## src/hw/rtl/dpts_pkg.sv

```systemverilog
// shared types and codes of the dynamic priority task scheduler
`default_nettype none
package dpts_pkg;

    localparam int ID_W   = 8;
    localparam int WORK_W = 16;
    localparam int PRI_W  = 8;
    localparam int STAT_W = 2;
    localparam int LEFT_W = 5;

    localparam logic MODE_ADD  = 1'b0;
    localparam logic MODE_TICK = 1'b1;

    localparam logic [STAT_W-1:0] ST_ADDED = 2'd0;
    localparam logic [STAT_W-1:0] ST_FULL  = 2'd1;
    localparam logic [STAT_W-1:0] ST_RAN   = 2'd2;
    localparam logic [STAT_W-1:0] ST_IDLE  = 2'd3;

    typedef struct packed {
        logic              mode;
        logic [ID_W-1:0]   task_id;
        logic [WORK_W-1:0] slices_req;
        logic [PRI_W-1:0]  priority_req;
    } t_req;

    typedef struct packed {
        logic [STAT_W-1:0] status;
        logic [ID_W-1:0]   ran_task_id;
        logic [WORK_W-1:0] remaining_after;
        logic [PRI_W-1:0]  priority_after;
        logic              finished;
        logic [LEFT_W-1:0] tasks_left;
    } t_rsp;

    typedef struct packed {
        logic [ID_W-1:0]   task_id;
        logic [WORK_W-1:0] remaining;
        logic [PRI_W-1:0]  pri;
    } t_entry;

    localparam int ENTRY_W = $bits(t_entry);

endpackage
`default_nettype wire

```

## src/hw/rtl/dpts_if.sv

```systemverilog
// request and response channel interfaces of the scheduler
`default_nettype none
interface dpts_req_if;
    import dpts_pkg::*;
    logic valid;
    logic ready;
    t_req data;
    modport source(output valid, output data, input ready);
    modport sink(input valid, input data, output ready);
endinterface

interface dpts_rsp_if;
    import dpts_pkg::*;
    logic valid;
    logic ready;
    t_rsp data;
    modport source(output valid, output data, input ready);
    modport sink(input valid, input data, output ready);
endinterface
`default_nettype wire

```

## src/hw/rtl/dpts_ram.sv

```systemverilog
// generic single write port, single read port ram with registered read
`default_nettype none
module dpts_ram #(
    parameter int WIDTH = 32,
    parameter int DEPTH = 16
) (
    input  wire                      i_clk,
    input  wire                      i_we,
    input  wire  [$clog2(DEPTH)-1:0] i_waddr,
    input  wire  [WIDTH-1:0]         i_wdata,
    input  wire                      i_re,
    input  wire  [$clog2(DEPTH)-1:0] i_raddr,
    output logic [WIDTH-1:0]         o_rdata
);

    logic [WIDTH-1:0] r_mem [DEPTH];

    always_ff @(posedge i_clk) begin
        if (i_we) begin
            r_mem[i_waddr] <= i_wdata;
        end
        if (i_re) begin
            o_rdata <= r_mem[i_raddr];
        end
    end

endmodule
`default_nettype wire

```

## src/hw/rtl/dynamic_priority_task_scheduler.sv

```systemverilog
// top level of the dynamic priority task scheduler with aging
//
// i_req carries one request per valid/ready handshake: mode 0 adds a task,
// mode 1 runs one time slice. o_rsp returns exactly one response per
// request, in order. The task table lives in one ram, oldest task at
// address 0 and newest at task count minus one.
// An add, or a tick on an empty table, goes from acceptance straight to the
// done state. A tick reads every live entry through the ram's single read
// port to find the highest priority (ties go to the newest), then writes
// back; a task that finishes is removed instead by moving the newer entries
// down one address each.
// A new request is taken whenever no earlier request is being worked on,
// also while the previous response still waits on o_rsp.
// Reset empties the table at once; no clearing pass is needed.
// When o_rsp stalls, a finished response holds in its register and the
// following one waits internally until the register frees.
`default_nettype none
module dynamic_priority_task_scheduler #(
    parameter int MAX_TASKS = 16
) (
    input  wire        i_clk,
    input  wire        i_rst_n,
    dpts_req_if.sink   i_req,
    dpts_rsp_if.source o_rsp
);
    import dpts_pkg::*;

    localparam int CNT_W = $clog2(MAX_TASKS + 1);
    localparam int IDX_W = $clog2(MAX_TASKS);

    localparam logic [2:0] S_IDLE  = 3'd0;
    localparam logic [2:0] S_SCAN  = 3'd1;
    localparam logic [2:0] S_DEC   = 3'd2;
    localparam logic [2:0] S_SHIFT = 3'd3;
    localparam logic [2:0] S_DONE  = 3'd4;

    logic [2:0]       r_state, n_state;
    logic [CNT_W-1:0] r_count, n_count;
    logic [CNT_W-1:0] r_iss, n_iss;
    logic [CNT_W-1:0] r_ptr, n_ptr;
    logic             r_dv, n_dv;
    logic             r_have, n_have;
    t_entry           r_best, n_best;
    logic [CNT_W-1:0] r_best_idx, n_best_idx;
    t_rsp             r_res, n_res;
    t_rsp             r_out, n_out;
    logic             r_out_valid, n_out_valid;

    logic             w_we, w_re;
    logic [IDX_W-1:0] w_waddr, w_raddr;
    t_entry           w_wdata;
    t_entry           w_rdata;
    logic [ENTRY_W-1:0] w_rdata_raw;

    logic [CNT_W+LEFT_W-1:0] w_cnt_ext;
    logic [WORK_W-1:0]       w_rem_dec;
    logic [PRI_W-1:0]        w_pri_dec;
    logic [CNT_W-1:0]        w_last;
    logic                    w_accept;

    dpts_ram #(
        .WIDTH(ENTRY_W),
        .DEPTH(MAX_TASKS)
    ) u_ram (
        .i_clk  (i_clk),
        .i_we   (w_we),
        .i_waddr(w_waddr),
        .i_wdata(w_wdata),
        .i_re   (w_re),
        .i_raddr(w_raddr),
        .o_rdata(w_rdata_raw)
    );

    assign w_rdata   = t_entry'(w_rdata_raw);
    assign w_cnt_ext = {{LEFT_W{1'b0}}, r_count};
    assign w_rem_dec = (r_best.remaining != '0) ? r_best.remaining - 1'b1 : '0;
    assign w_pri_dec = (r_best.pri != '0) ? r_best.pri - 1'b1 : '0;
    assign w_last    = r_count - 1'b1;
    assign w_accept  = i_req.valid && i_req.ready;

    assign i_req.ready = (r_state == S_IDLE);
    assign o_rsp.valid = r_out_valid;
    assign o_rsp.data  = r_out;

    always_comb begin
        n_state     = r_state;
        n_count     = r_count;
        n_iss       = r_iss;
        n_ptr       = r_ptr;
        n_dv        = 1'b0;
        n_have      = r_have;
        n_best      = r_best;
        n_best_idx  = r_best_idx;
        n_res       = r_res;
        n_out       = r_out;
        n_out_valid = r_out_valid && !o_rsp.ready;
        w_we        = 1'b0;
        w_waddr     = r_count[IDX_W-1:0];
        w_wdata     = r_best;
        w_re        = 1'b0;
        w_raddr     = r_iss[IDX_W-1:0];

        case (r_state)
            S_IDLE: begin
                if (w_accept) begin
                    n_res   = '0;
                    n_state = S_DONE;
                    if (i_req.data.mode == MODE_ADD) begin
                        if (r_count == CNT_W'(MAX_TASKS)) begin
                            n_res.status = ST_FULL;
                        end else begin
                            n_res.status      = ST_ADDED;
                            w_we              = 1'b1;
                            w_waddr           = r_count[IDX_W-1:0];
                            w_wdata.task_id   = i_req.data.task_id;
                            w_wdata.remaining = i_req.data.slices_req;
                            w_wdata.pri       = i_req.data.priority_req;
                            n_count           = r_count + 1'b1;
                        end
                    end else if (r_count == '0) begin
                        n_res.status = ST_IDLE;
                    end else begin
                        n_iss   = '0;
                        n_have  = 1'b0;
                        n_state = S_SCAN;
                    end
                end
            end
            S_SCAN: begin
                if (r_iss < r_count) begin
                    w_re  = 1'b1;
                    n_iss = r_iss + 1'b1;
                    n_ptr = r_iss;
                    n_dv  = 1'b1;
                end
                if (r_dv) begin
                    if (!r_have || (w_rdata.pri >= r_best.pri)) begin
                        n_best     = w_rdata;
                        n_best_idx = r_ptr;
                    end
                    n_have = 1'b1;
                    if (r_ptr == w_last) begin
                        n_state = S_DEC;
                        n_dv    = 1'b0;
                    end
                end
            end
            S_DEC: begin
                n_res                 = '0;
                n_res.status          = ST_RAN;
                n_res.ran_task_id     = r_best.task_id;
                n_res.remaining_after = w_rem_dec;
                n_res.priority_after  = w_pri_dec;
                n_res.finished        = (w_rem_dec == '0);
                if (w_rem_dec == '0) begin
                    n_iss   = r_best_idx + 1'b1;
                    n_state = S_SHIFT;
                end else begin
                    w_we              = 1'b1;
                    w_waddr           = r_best_idx[IDX_W-1:0];
                    w_wdata.task_id   = r_best.task_id;
                    w_wdata.remaining = w_rem_dec;
                    w_wdata.pri       = w_pri_dec;
                    n_state           = S_DONE;
                end
            end
            S_SHIFT: begin
                if (r_iss < r_count) begin
                    w_re  = 1'b1;
                    n_iss = r_iss + 1'b1;
                    n_ptr = r_iss;
                    n_dv  = 1'b1;
                end
                if (r_dv) begin
                    w_we    = 1'b1;
                    w_waddr = IDX_W'(r_ptr - 1'b1);
                    w_wdata = w_rdata;
                end
                if (!r_dv && !(r_iss < r_count)) begin
                    n_count = r_count - 1'b1;
                    n_state = S_DONE;
                end
            end
            S_DONE: begin
                if (!r_out_valid || o_rsp.ready) begin
                    n_out            = r_res;
                    n_out.tasks_left = w_cnt_ext[LEFT_W-1:0];
                    n_out_valid      = 1'b1;
                    n_state          = S_IDLE;
                end
            end
            default: begin
                n_state = S_IDLE;
            end
        endcase
    end

    always_ff @(posedge i_clk) begin
        if (!i_rst_n) begin
            r_state     <= S_IDLE;
            r_count     <= '0;
            r_dv        <= 1'b0;
            r_have      <= 1'b0;
            r_out_valid <= 1'b0;
        end else begin
            r_state     <= n_state;
            r_count     <= n_count;
            r_dv        <= n_dv;
            r_have      <= n_have;
            r_out_valid <= n_out_valid;
        end
    end

    always_ff @(posedge i_clk) begin
        r_iss      <= n_iss;
        r_ptr      <= n_ptr;
        r_best     <= n_best;
        r_best_idx <= n_best_idx;
        r_res      <= n_res;
        r_out      <= n_out;
    end

endmodule
`default_nettype wire

```

## src/flat_wrapper.sv

```systemverilog
// flat-port wrapper written by rule: the top's interface ports become plain ports
module dynamic_priority_task_scheduler_flat import dpts_pkg::*;
#(
    parameter int MAX_TASKS = 16
)
  (i_clk, i_rst_n, i_req_valid, i_req_data, i_req_ready, o_rsp_valid, o_rsp_data, o_rsp_ready);
  dpts_req_if i_req_i ();
  dpts_rsp_if o_rsp_i ();
  input  wire i_clk;
  input  wire i_rst_n;
  input wire logic [$bits(i_req_i.valid)-1:0] i_req_valid;
  input wire logic [$bits(i_req_i.data)-1:0] i_req_data;
  output wire logic [$bits(i_req_i.ready)-1:0] i_req_ready;
  output wire logic [$bits(o_rsp_i.valid)-1:0] o_rsp_valid;
  output wire logic [$bits(o_rsp_i.data)-1:0] o_rsp_data;
  input wire logic [$bits(o_rsp_i.ready)-1:0] o_rsp_ready;
  assign i_req_i.valid = i_req_valid;
  assign i_req_i.data = i_req_data;
  assign i_req_ready = i_req_i.ready;
  assign o_rsp_valid = o_rsp_i.valid;
  assign o_rsp_data = o_rsp_i.data;
  assign o_rsp_i.ready = o_rsp_ready;
  dynamic_priority_task_scheduler #(.MAX_TASKS(MAX_TASKS)) u_core (.i_clk(i_clk), .i_rst_n(i_rst_n), .i_req(i_req_i), .o_rsp(o_rsp_i));
endmodule
```

## config.mk

```make
export PLATFORM = sky130hd
export DESIGN_NAME = dynamic_priority_task_scheduler_flat
export DESIGN_NICKNAME = d
export VERILOG_FILES = /design/src/hw/rtl/dpts_pkg.sv /design/src/hw/rtl/dpts_if.sv /design/src/hw/rtl/dpts_ram.sv /design/src/hw/rtl/dynamic_priority_task_scheduler.sv /design/src/flat_wrapper.sv
export SDC_FILE = /design/constraint.sdc
export NUM_CORES = 1
export LEC_CHECK = 0
export ABC_CLOCK_PERIOD_IN_PS = 9100
export BUFFER_PORTS_ARGS = -buffer_cell sky130_fd_sc_hd__buf_2
export CAP_MARGIN = 10
export CORE_ASPECT_RATIO = 0.9
export CORE_MARGIN = 5
export CORE_UTILIZATION = 40
export CTS_CLUSTER_SIZE = 16
export DETAILED_ROUTE_END_ITERATION = 8
export GPL_TIMING_DRIVEN = 0
export SETUP_SLACK_MARGIN = 0.15
export SLEW_MARGIN = 20
export SYNTH_ARGS = -nofsm -noshare
export SYNTH_HDL_FRONTEND = slang
export SYNTH_HIERARCHICAL = 1
export SYNTH_SLANG_ARGS = --single-unit
export TNS_END_PERCENT = 5
```

## constraint.sdc

```tcl
create_clock -name i_clk -period 9.1 [get_ports i_clk]
set_clock_uncertainty 0.15 [all_clocks]
set_input_delay 0.455 -clock i_clk [delete_from_list [all_inputs] [get_ports i_clk]]
set_output_delay 0.455 -clock i_clk [all_outputs]
set_load 0.02 [all_outputs]
```

# ---- Yosys cells after proc, flatten, opt, wreduce, memory -nomap -nowiden
# Memories as Yosys holds them, arrays and structs flattened. A register that Yosys moved wholly into a read port is not among the register bits.
# Cells that the tools add are included.
dict set report op_classes {
  n_addsub 7
  n_lt_le_gt_ge 2
  eq_ne 17
  n_mux 56
  n_reduce_logical 28
}
# op count
set op_table {}
lappend op_table {{$mux W32} 4}
lappend op_table {{$pmux W32 S3} 1}
lappend op_table {{$pmux W40 S2} 1}
lappend op_table {{$mux W5} 9}
lappend op_table {{$mux W40} 1}
lappend op_table {{$mux W24} 1}
lappend op_table {{$mux W3} 8}
lappend op_table {{$mux W1} 18}
lappend op_table {{$logic_not A16 Y1} 1}
lappend op_table {{$mux W16} 1}
lappend op_table {{$reduce_bool A16 Y1} 1}
lappend op_table {{$sub A16 B1 Y16 const B} 1}
lappend op_table {{$add A5 B1 Y5 const B} 3}
lappend op_table {{$pmux W3 S5} 1}
lappend op_table {{$pmux W5 S3} 1}
lappend op_table {{$reduce_and A5 Y1} 3}
lappend op_table {{$ne A2 B1 Y1 const B} 6}
lappend op_table {{$ne A2 B2 Y1 const B} 5}
lappend op_table {{$pmux W5 S2} 1}
lappend op_table {{$ge A8 B8 Y1} 1}
lappend op_table {{$mux W4} 2}
lappend op_table {{$mux W8} 1}
lappend op_table {{$pmux W4 S2} 1}
lappend op_table {{$reduce_bool A8 Y1} 1}
lappend op_table {{other kinds (23)} 37}
dict set report word_totals {
  ff_bits 133
  ramBits 512
  inputBits 37
  out_inout_bits 42
  word_cells 133
  mem_count 1
}
# memory words width read_ports rd_ports_with_merged_regs wr line_no
set memory_table {}
lappend memory_table {u_core.u_ram.r_mem 16 32 1 1 1 dpts_ram.sv:16} ;# logic [WIDTH-1:0] r_mem [DEPTH];

# ---- Logic depth before layout (Yosys ltp)
dict set report depth {
  ltp_word 7
  depth_mapped 12
  depth_no_buf 11
}

# ---- Hierarchy
# The synthesis kept the hierarchy.
# mod n_inst cells_per_inst area_per_inst_um2 seq_area_each_um2
set modules_own_cells {}
lappend modules_own_cells {dpts_ram 1 838 20155.6 16335.7}
lappend modules_own_cells {dynamic_priority_task_scheduler 1 626 7019.2 3883.7}

# ---- Worst setup path before layout
# Ideal clock, no wire load.
dict set report synth_path {
  path_kind {register to register}
  startpoint {reg u_core/r_best[8] (netlist name)}
  endpoint {mem u_core.u_ram.r_mem[0][0] (enable)}
  arrival_time_ns 5.245
  required_ns 8.489
  path_slack_ns 3.244
  path_stages_with_launch 13
  period_less_slack_ns 5.856
  path_cell_list {edfxtp_1 > inv_1 > ha_1 > nor2b_1 > o21ai_0 > a22oi_1 > or4b_1 > a211oi_2 > buf_4 > nor2_1 > a221o_1 > or3b_2 > nor3_1}
}
dict set report synth_via {
  elab_cells_between_ends 10
  classes_between {add/sub (1); mux (7); reduce/logical (2)}
}
# element line_no
set synth_lines {}
lappend synth_lines {{start: declaration} dynamic_priority_task_scheduler.sv:43} ;# t_entry r_best, n_best;
lappend synth_lines {{start signal: assignment} dynamic_priority_task_scheduler.sv:217} ;# r_best <= n_best;
lappend synth_lines {{$sub A16 B1 Y16 / $reduce_bool A16 Y1 (equally long branches)} dynamic_priority_task_scheduler.sv:76} ;# assign w_rem_dec = (r_best.remaining != '0) ? r_best.remaining - 1'b1 : '0;
lappend synth_lines {{$mux W16 (*)} dynamic_priority_task_scheduler.sv:76}
lappend synth_lines {{$logic_not A16 Y1 (*)} dynamic_priority_task_scheduler.sv:155} ;# if (w_rem_dec == '0) begin
lappend synth_lines {{$mux W4 (*)} dynamic_priority_task_scheduler.sv:155}
lappend synth_lines {{$pmux W4 S2 (*)} dynamic_priority_task_scheduler.sv:103} ;# case (r_state)
lappend synth_lines {{net u_core.w_waddr[2]} dynamic_priority_task_scheduler.sv:50} ;# logic [IDX_W-1:0] w_waddr, w_raddr;
lappend synth_lines {{end: declaration} dpts_ram.sv:16}
# Mark *: on every way through the listed nets, which the timed path passes. The rest lies on a longest branch.

# ---- Worst setup path in the final report
dict set report layout_path {
  startpoint {reg u_core/r_best[8] (netlist name)}
  endpoint {mem u_core.u_ram.r_mem[12][15] (enable)}
}
# The elaborated chain is that of the path after synthesis.

==> metrics.txt <==
Worst setup EP type=register; postcts setup bufs=0; endpoints failing setup=0; final worst-path cycle share=between 60% and 70%; initial antenna violation count=0; clk_lat worst skew=between 600 and 700 ps; highest clock rate=between 150 and 200 MHz; routability cong.=about 0.87; Port-buffer cells=between 70 and 80; Tot Pwr=slightly below 7 mW; Routed Antenna Nets=0; power share of the clock group=between 40% and 50%; outcome=complete, no violations; syn nets=1520; vias in the first global route=15000; worst r2r src=u_core/r_best[8]; mapped cell area=between 20000 and 30000 um^2; Worst Setup EP=u_core/u_ram/r_mem[12][15]; Iter 0 DRT Violations=1858; die area=roughly 73000 um^2; critical path's top delay family=simple AND/OR/NAND/NOR gates; share of power burned in registers=between 50 and 60%; Synth Instances=around 1500; pin count of the biggest net entering global routing=39; pre-CTS WS=between 3000 and 4000 ps; design area=~32000 um^2; dpl cells=2467; actual slew at the worst max-slew pin=between 1000 and 1500 ps; Crit path largest cell delay=750 ps; RSZ-0062 raised after global routing=no; WL per Instance=26.8 um; Most used DFF post-synth=edfxtp_1; nets=1726; H-tree Lvls=3; critical path arrival=approximately 6200 ps; Post-synth ARST share=0%; Total GRT Usage=a little under a fifth; WP data required=approximately 9300 ps; Ys Warns=6; CTS root buf=clkbuf_16; max cap viols=0; ant diodes=0; First-pass DRT Iterations=9; total number of vias=around 15000; HPWL after DPL=between 40000 and 50000 um; relative slew slack=21.8%; sequential-to-total area share from yosys stat=between 70% and 80%; total global routing overflow=0; #FFs+latches synth=~680; leakage=around 10 nW; cell count along the critical path=14; switching power=~1.4 mW; CP max-delay cell=a21boi_0; P per Cell Area=approximately 210 nW/um^2; Crit Path Category=reg2reg; combinational power share=under 10%; placed cell areas=between 20000 and 30000 um^2; Clock transition at path regs=around 60 ps; Num CTS Buffers=70; number of max-slew violations in the final report=0; Util after Layout=between 40% and 50%; first-pass GRT wire length=approximately 100000 um; worst hold stages=4; most used cell, CP=buf_4; share of post-route cells with drive strength above 1=about a quarter; # DRC=0; setup slack, reg-to-reg=3010 ps; crit path max fanout=8; crit path launch=u_core/r_best[8]; P&R area growth vs syn=17.4%; VDD IR-drop max=118 uV; Starting Density=roughly two fifths; final-report hold violation count=0; chip height=257 um; distinct cell type count after synthesis=between 70 and 80; CTS tree=done; CTS Buffer Depth=3; final worst setup slack=3010 ps; Hold WC Path Type=in2reg; critical path launch point type=register; Crit Reg-Reg Endpoint=u_core/u_ram/r_mem[12][15]; R2R depth=14; crit-path cells=inv_1, ha_1, nor2b_1, nand4_1, xnor2_1, a21boi_0, a211oi_2, a21bo_2, a221oi_1, nand3_1, nor3_2, buf_4, buf_4, buf_4; Core Footprint=67200 um^2; setup_tns=0 ps; number of synthesized flops with an enable pin=approximately 670; Mean Syn Cell Area=roughly 19 um^2; Hold Worst Slack=136 ps; # rows=90; io pins=about 80; Via-to-Cell Ratio=roughly 5.8; clk sink count=677; P_int=about 5.3 mW; non-filler instance count after layout=2593; final wirelength=69400 um; Sw Ratio=between 20% and 30%; die width=roughly 280 um; clock period minus worst slack=6090 ps; Bufs and invs on worst path=4
flip-flops by register name, summed over array words and instances (netlist names):
signal	cells
u_core/o_rsp.data	40
u_core/o_rsp.valid	1
u_core/r_best	32
u_core/r_best_idx	5
u_core/r_count	5
u_core/r_dv	1
u_core/r_have	1
u_core/r_iss	5
u_core/r_ptr	5
u_core/r_res	35
u_core/r_state	3
u_core/u_ram/o_rdata	32
u_core/u_ram/r_mem	512
worst reg2reg max path, delay by kind of cell, from the launching register on:
family | cells | cell delay [ps]
buffers and inverters | 4 | 960
and+or+nand+nor | 4 | 1920
DFF | 1 | 480
AOI/OAI and AO/OA | 4 | 1870
xor gates and xnor gates | 1 | 190
adders and majority gates | 1 | 220
how the worst min path moves through the flow:
stage                startpoint                     to  slack [ps]
6_report            o_rsp_ready     u_core/o_rsp.valid         140
2_1_floorplan  u_core/r_res[10]  u_core/o_rsp.data[10]         250
4_1_cts          i_req_data[32]       u_core/r_res[39]          80
5_1_grt             o_rsp_ready     u_core/o_rsp.valid         130
3_3_place_gp   u_core/r_res[36]  u_core/o_rsp.data[36]         250
3_5_place_dp   u_core/r_res[13]  u_core/o_rsp.data[13]         250
synth_stat cells, drive strengths merged, types with 3 or more instances:
cell / n / area share [%]
a211oi: 6 / 0.20
clkbuf: 46 / 0.64
mux2i: 7 / 0.26
or4b: 3 / 0.11
a21o: 7 / 0.19
nor3: 22 / 0.47
nor2: 69 / 0.96
o31ai: 5 / 0.14
a221oi: 8 / 0.26
nand2: 84 / 1.2
nand3: 25 / 0.46
o221ai: 6 / 0.19
mux4: 128 / 11
nand3b: 3 / 0.083
nand4: 7 / 0.18
mux2: 3 / 0.12
and3: 8 / 0.18
nor2b: 7 / 0.16
buf: 35 / 0.72
ha: 19 / 0.87
edfxtp: 666 / 74
a21oi: 15 / 0.28
nor4: 6 / 0.19
dfxtp: 11 / 0.81
nand2b: 16 / 0.37
xor2: 9 / 0.29
a22o: 7 / 0.23
and2: 5 / 0.12
o21ai: 32 / 0.59
inv: 35 / 0.48
xnor2: 25 / 0.83
a22oi: 72 / 2.0
a222oi: 22 / 0.81
a211o: 5 / 0.16
o21a: 5 / 0.14
logic make-up (layout without fill, tap and decap cells):
family	count (synthesis)	after routing	synth area share, %
xor gates and xnor gates	34	34	1.12
buffers and inverters	116	371	1.84
adders and majority gates	19	19	0.875
AOI/OAI and AO/OA	214	214	5.99
and+or+nand+nor	266	266	4.77
muxes	138	138	11.0
DFF	677	677	74.4
area by class of cell:
| type | instances | area (um^2) |
|---|---|---|
| well taps | 874 | 1090 |
| plain buffers | 81 | 369 |
| inverters | 35 | 131 |
| clock buffers | 91 | 1920 |
| fillers | 5520 | 35300 |
| repair buffers | 134 | 1190 |
| multi-input cells | 671 | 6660 |
| flip-flops and latches | 677 | 20200 |
| clock inverters | 30 | 327 |
power groups by stage:
stage | logic (mW) | clock network (mW) | registers (mW)
after global placement | 0.356 | 0 | 3.61
after floorplan | 0.210 | 0 | 3.62
after detailed placement | 0.397 | 0 | 3.61
after CTS | 0.398 | 2.88 | 3.54
final | 0.403 | 2.81 | 3.54
after global routing | 0.432 | 3.01 | 3.54
routing by layer:
metal	vias up	global-route usage [%]	wire, um	part of all wire (%)
met5	-	1.25	125	0.18
met4	2	5.18	1790	2.6
met3	113	4.96	6710	9.7
met2	714	28.9	31700	46
met1	7803	26.4	29100	42
li1	6415	-	-	-
layout by cell type, fill, tap and decap left out, drive strengths merged, types with 5 or more instances in the layout:
cell      n
xnor2    25
nand3    25
o21a      5
nor4      6
nand2b   16
and3      8
a22oi    72
a22o      7
nor2     69
nand4     7
o21ai    32
bufinv    6
nand2    84
and2      5
o31ai     5
a221oi    8
a21oi    15
a222oi   22
xor2      9
mux4    128
a211oi    6
inv      36
nor2b     7
nor3     22
a211o     5
dfxtp    11
o221ai    6
edfxtp  666
a21o      7
clkbuf  141
mux2i     7
ha       19
buf     164
clkinv   21
what timing repair did:
item | in CTS | in global routing
endpoints found under the hold margin | 3 | 0
gates resized for setup | 0 | 0
hold buffers | 1 | 0
setup endpoints to repair | 0 | 0
No activity file was read; power rests on OpenSTA's default activity.
